===== config.mk =====
export PLATFORM = sky130hd
export DESIGN_NAME = vc2d_cell
export DESIGN_NICKNAME = d
export VERILOG_FILES = /design/src/rtl/vc2d_pkg.sv /design/src/rtl/vc2d_cell.sv
export SDC_FILE = /design/constraint.sdc
export NUM_CORES = 2
export LEC_CHECK = 0
export ABC_AREA = 1
export BUFFER_PORTS_ARGS = -buffer_cell sky130_fd_sc_hd__buf_2
export CAP_MARGIN = 20
export CELL_PAD_IN_SITES_DETAIL_PLACEMENT = 1
export CELL_PAD_IN_SITES_GLOBAL_PLACEMENT = 2
export CORE_UTILIZATION = 36
export DETAILED_ROUTE_END_ITERATION = 10
export PLACE_DENSITY = 0.87
export SETUP_SLACK_MARGIN = 0.02
export SLEW_MARGIN = 10
export SYNTH_ARGS = -nofsm -noshare
export SYNTH_HDL_FRONTEND = slang
export SYNTH_SLANG_ARGS = --single-unit

===== constraint.sdc =====
create_clock -name clk -period 5.41 [get_ports clk]
set_clock_uncertainty 0.05 [all_clocks]
set_input_delay 0.541 -clock clk [delete_from_list [all_inputs] [get_ports clk]]
set_output_delay 0.541 -clock clk [all_outputs]
set_load 0.02 [all_outputs]

===== src/rtl/vc2d_pkg.sv =====
// Shared types and constants for the streaming 2-D cross-correlation block.
// No dependencies; the block's modules and interfaces refer to it by scoped names.
`timescale 1ns / 1ps

package vc2d_pkg;

    localparam int KERNEL_MAX_DEF = 5;
    localparam int WIDTH_MAX_DEF  = 1024;
    localparam int HEIGHT_MAX     = 1024;

    localparam int SAMPLE_W    = 16;
    localparam int PROD_W      = 32;
    localparam int SUM_W       = 36;
    localparam int COEFF_IDX_W = 5;
    localparam int POS_W       = 10;
    localparam int CFG_IDX_W   = 2;
    localparam int CFG_DATA_W  = 11;
    localparam int KCFG_W      = 3;

    localparam logic REQ_LOAD   = 1'b0;
    localparam logic REQ_SAMPLE = 1'b1;

    typedef enum logic [CFG_IDX_W-1:0] {
        CFG_IMAGE_WIDTH   = 2'd0,
        CFG_IMAGE_HEIGHT  = 2'd1,
        CFG_KERNEL_HEIGHT = 2'd2,
        CFG_KERNEL_WIDTH  = 2'd3
    } cfg_reg_e;

    typedef logic signed [SAMPLE_W-1:0] sample_t;
    typedef logic signed [PROD_W-1:0]   prod_t;
    typedef logic signed [SUM_W-1:0]    sum_t;

    // Per-cycle strobes that move the window cells forward.
    typedef struct packed {
        logic shift;
        logic mult;
        logic add;
    } cell_ctrl_t;

endpackage


===== src/rtl/vc2d_cell.sv =====
// One window column cell: holds a column of samples, passes it on when the
// window slides, and forms the column's registered products and sum.
// Depends on vc2d_pkg.
`timescale 1ns / 1ps

module vc2d_cell #(
    parameter int KERNEL_MAX = vc2d_pkg::KERNEL_MAX_DEF
) (
    input  logic                 clk,
    input  logic                 rst_n,
    input  vc2d_pkg::cell_ctrl_t ctrl,
    input  vc2d_pkg::sample_t    col_in  [KERNEL_MAX],
    input  vc2d_pkg::sample_t    coef_in [KERNEL_MAX],
    output vc2d_pkg::sample_t    col_out [KERNEL_MAX],
    output vc2d_pkg::sum_t       csum
);

    vc2d_pkg::sample_t col_reg  [KERNEL_MAX];
    vc2d_pkg::sample_t coef_reg [KERNEL_MAX];
    vc2d_pkg::prod_t   prod_reg [KERNEL_MAX];
    vc2d_pkg::sum_t    csum_reg;
    vc2d_pkg::sum_t    csum_next;

    always_ff @(posedge clk or negedge rst_n)
    begin
        if (!rst_n)
        begin
            for (int b = 0; b < KERNEL_MAX; b++)
            begin
                col_reg[b] <= '0;
            end
        end
        else if (ctrl.shift)
        begin
            col_reg <= col_in;
        end
    end

    always_ff @(posedge clk)
    begin
        coef_reg <= coef_in;
        if (ctrl.mult)
        begin
            for (int b = 0; b < KERNEL_MAX; b++)
            begin
                prod_reg[b] <= vc2d_pkg::prod_t'(col_reg[b]) * vc2d_pkg::prod_t'(coef_reg[b]);
            end
        end
        if (ctrl.add)
        begin
            csum_reg <= csum_next;
        end
    end

    always_comb
    begin
        csum_next = '0;
        for (int b = 0; b < KERNEL_MAX; b++)
        begin
            csum_next = csum_next + vc2d_pkg::sum_t'(prod_reg[b]);
        end
    end

    assign col_out = col_reg;
    assign csum    = csum_reg;

endmodule


Yosys cells after proc, flatten, opt, wreduce, memory -nomap -nowiden
Memories as Yosys holds them, arrays and structs flattened.
Index checks and enable logic that the tools add are counted.
{ "classes": {"n_addsub": 4, "n_mul": 5, "div_mod_pow": 0, "order_cmp": 0, "n_eq_ne": 0, "n_shift": 0, "muxes": 2, "bitwise": 0, "reduce_logical": 0} }
{ "ops": {"columns": ["cell", "n"], "rows": [
  ["$mul 16x16->32", 5],
  ["$add 35x32->36", 1],
  ["$add 34x32->35", 1],
  ["$add 33x32->34", 1],
  ["$add 32x32->33", 1],
  ["$mux 1", 2]
]} }
{ "totals": {"register_bits": 196, "latch_bits": 0, "ram_bits": 160, "mem_bits_ro": 0, "input_bits": 165, "output_inout_bits": 116, "wordCells": 23, "mem_count": 1} }
{ "memory_table": {"columns": ["name", "depth", "width", "rd", "rd_clocked_by_memory_dff", "wr", "line_no", "rtl"], "rows": [
  ["prod_reg", 5, 32, 5, 0, 5, "vc2d_cell.sv:20", "vc2d_pkg::prod_t prod_reg [KERNEL_MAX];"]
]} }

Depth between registers and ports, before layout
{ "logic_depth": {"word_depth": 4, "depth_mapped": 26, "ltp_nobuf": 24} }

Worst setup path after synthesis
OpenSTA, ideal clock, no wires.
{ "synth_path": {"kind": "register to register", "start": "register col_reg (netlist bit col_out[31])", "end": "memory prod_reg[0][127] in the netlist's numbering, data pin", "setup_ps": 253, "arrival_time_ps": 5604, "required_time_ps": 5107, "slack_ps": -497, "path_stages_with_launch": 23, "n_path_buf": 2, "period_less_slack_ps": 5907, "path_cell_list": "dfrtp_1 -> clkbuf_1 -> clkbuf_1 -> nand2_1 -> inv_1 -> fa_1 -> fa_1 -> fa_1 -> fa_1 -> fa_1 -> inv_1 -> fa_1 -> inv_1 -> ha_1 -> nand2_1 -> nor2_1 -> nand2_1 -> nor3b_1 -> nand2_1 -> nand2_1 -> inv_1 -> nand2_1 -> nand2_1"} }
{ "synth_lines": {"columns": ["element", "line_no", "rtl"], "rows": [
  ["start: declaration", "vc2d_cell.sv:18", "vc2d_pkg::sample_t col_reg [KERNEL_MAX];"],
  ["start signal: assignment", "vc2d_cell.sv:35", "col_reg <= col_in;"],
  ["end: declaration", "vc2d_cell.sv:20", null]
]} }

==> metrics.txt <==
Synth Flop Type edfxtp_1; Initial Util 36.25%; Post-Syn Area per Cell between 8 and 9 sq um; failing checks DRC, setup timing; Cells after Synth 8224; Setup CP Type flip-flop to flip-flop; gpl congestion roughly 0.90; pin count of the biggest net entering global routing 93; via count roughly 57000; flop2flop setup slack -340 ps; die height roughly 440 um; Max Buffers Root-to-Sink 3; TritonCTS clock tree yes; Syn Std Cell Area approximately 0.068 sq mm; R2R depth 20; antenna viol nets, final 0; Tot GR Track Use between 20 and 25%; number of flops mapped to enable cells by yosys 196; die width about 440 um; worst skew pair latency 740 ps; final number of setup-violating endpoints 68; Worst Setup EP prod_reg[0][127]; Reg-to-Reg Start col_out[31]; Synth warnings 0; status finished, violations left; Routed WL between 200000 and 250000 um; max reg flops between 150 and 200; mux share of post-synthesis cell area 1.024%; root buffer cell clkbuf_16; hold_ws 48.86 ps; First-pass DRT Iterations 10; Worst R2R End prod_reg[0][127]; CTS clk-pin slew, worst paths approximately 60 ps; final instance area roughly 0.09 sq mm; Post-route DRC 44; #FFs+latches synth 356; Hold WC Path Type primary input to flip-flop; CTS sink cnt between 300 and 400; Seq/Total Area, Yosys between 10% and 20%; unique cell type count in the Yosys netlist 40; Synth Net Count 10240; CP startpoint kind flip-flop; CP Data Required Time between 5000 and 6000 ps; final net count roughly 11000; Port Buffers 280; period utilization 106.3%; GRT overflow 0; first-pass GRT wire length between 300000 and 400000 um; post-synthesis simple-gate area fraction 15.88%; DRT iter0 DRCs 2415; Detailed Place HPWL about 190000 um; share of cells above drive strength 1 slightly below 30%; die area about 0.19 sq mm; Rows around 160; post-synthesis compound-gate area fraction about 2.7%; IO Pins 281; Cell Count, Final, Fillers Out ~12000; vias per cell 4.787; initial antenna violation count 1; Post-Synth Adder-Cell Area 49.54%; placed insts roughly 11000; total CTS buffers 53; Max Slew Vio Count 0; CP Capture Type flip-flop; max cap viols 0; async set-reset flop share out of synthesis between 20% and 30%; crit path DAT between 6000 and 7000 ps; worst setup path startpoint col_out[31]; Slew @ Worst Pin between 1000 and 1500 ps; xor and xnor area share after synthesis under 10%; Core Footprint 0.1880 sq mm; vias in the first global route 66090; unrepaired setup endpoints after global routing yes; min Tclk post-route between 5000 and 6000 ps; CP Max Fanout 7; Worst slew margin ~28%; largest family of logic cells by synthesized area adder cells; dpl cell area about 0.078 sq mm; drt wl/cell roughly 20 um; setup ws final -343.3 ps; H-Tree Level Count 2; Fmax achieved approximately 0.17 GHz; Final Hold Fails 0; Area Overhead vs Synth 32.69%
-- per-layer routing --
layer | global-route usage (%) | vias up | share of wire, % | routed length [um]
met4 | 7.213 | 0 | 3.6 | 8707
li1 | - | 25900 | - | -
met2 | 45.90 | 1015 | 54 | 129200
met5 | 0 | - | 0 | 0
met1 | 29.25 | 29850 | 40 | 94620
met3 | 2.204 | 436 | 2.7 | 6414
-- layout by cell type, fill, tap and decap left out, types with 116 or more instances in the layout --
cell type	count
nand2_4	116
nand3_1	133
edfxtp_1	196
nand2_2	205
nor2_1	162
fa_1	1308
buf_2	277
inv_1	2181
buf_6	146
dlygate4sd3_1	152
nand2_1	1763
inv_2	224
buf_4	776
ha_1	333
-- kinds of logic (layout without fill, tap and decap cells) --
kind of cell,after synthesis,in the layout
AOI/OAI and AO/OA,342,342
xor gates and xnor gates,140,140
adders and majority gates,1854,1854
buffers and inverters,2749,3978
DFF,356,356
muxes,62,62
other,0,2
and+or+nand+nor,2721,2721
-- worst min path at each step --
| stage | start | end | slack, ps | cells past startpoint |
|---|---|---|---|---|
| after floorplan | rst_n | col_out[0] | 200 | 0 |
| after global placement | col_out[48] | col_out[48] | 490 | 2 |
| final | col_in[14] | col_out[14] | 50 | 3 |
| after CTS | col_in[14] | col_out[14] | 4 | 3 |
| after detailed placement | col_out[16] | col_out[16] | 500 | 2 |
| after global routing | col_in[66] | col_out[66] | 20 | 2 |
-- area by class of cell --
class / count / area, sq um
clock inverters: 36 / 406.6
fillers: 21710 / 97560
inverters: 2423 / 9143
well taps: 2495 / 3122
clock buffers: 64 / 1419
diodes: 2 / 5.005
repair buffers: 1455 / 12430
flip-flops and latches: 356 / 9671
multi-input cells: 5119 / 54240
-- synthesized netlist by cell type (80+ instances only) --
library cell	number	share of area, %
dfrtp_1	80	2.9
edfxtp_1	196	8.6
nand2_1	2087	11
fa_1	1408	41
xor2_1	105	1.3
ha_1	446	8.2
o21ai_0	113	0.83
nor2_1	294	1.6
inv_1	2421	13
dfxtp_1	80	2.3
clkbuf_1	319	1.8
nand3_1	193	1.4
a21oi_1	183	1.3
-- what timing repair did --
item	in CTS	in global routing
setup buffers	127	158
gates resized for setup	947	888
pin swaps	419	639
hold buffers	152	0
endpoints found under the setup margin	107	109
endpoints found under the hold margin	195	0
cloned	2	4
-- metrics by stage --
step | setup slack [ps] | setup TNS, ps | util [%]
global route | -507.7 | -23220 | 48.10
detailed placement | -540.3 | -30620 | 41.63
floorplan | -6.298 | -6.298 | -
finish | -343.3 | -9303 | 48.10
CTS | -238.1 | -6035 | 45.84
global placement | -563.6 | -24110 | 41.63
-- critical path, stage by stage, from the launching register on --
cell and delay [ps]:
dfrtp_2 540, buf_6 170, nand2_4 50, fa_1 560, inv_2 60, fa_2 640
buf_12 140, fa_1 440, fa_1 500, fa_1 530, fa_1 550, ha_4 340
nand2_2 70, inv_2 80, nand3_4 100, nor3b_2 230, nand2_1 100, nand2_2 130
inv_2 40, nand2_2 70, nand2_4 80
Power is left out: the tool's default activity adds up to more than one toggle a clock period on the data nets, which glitch-free logic cannot reach.
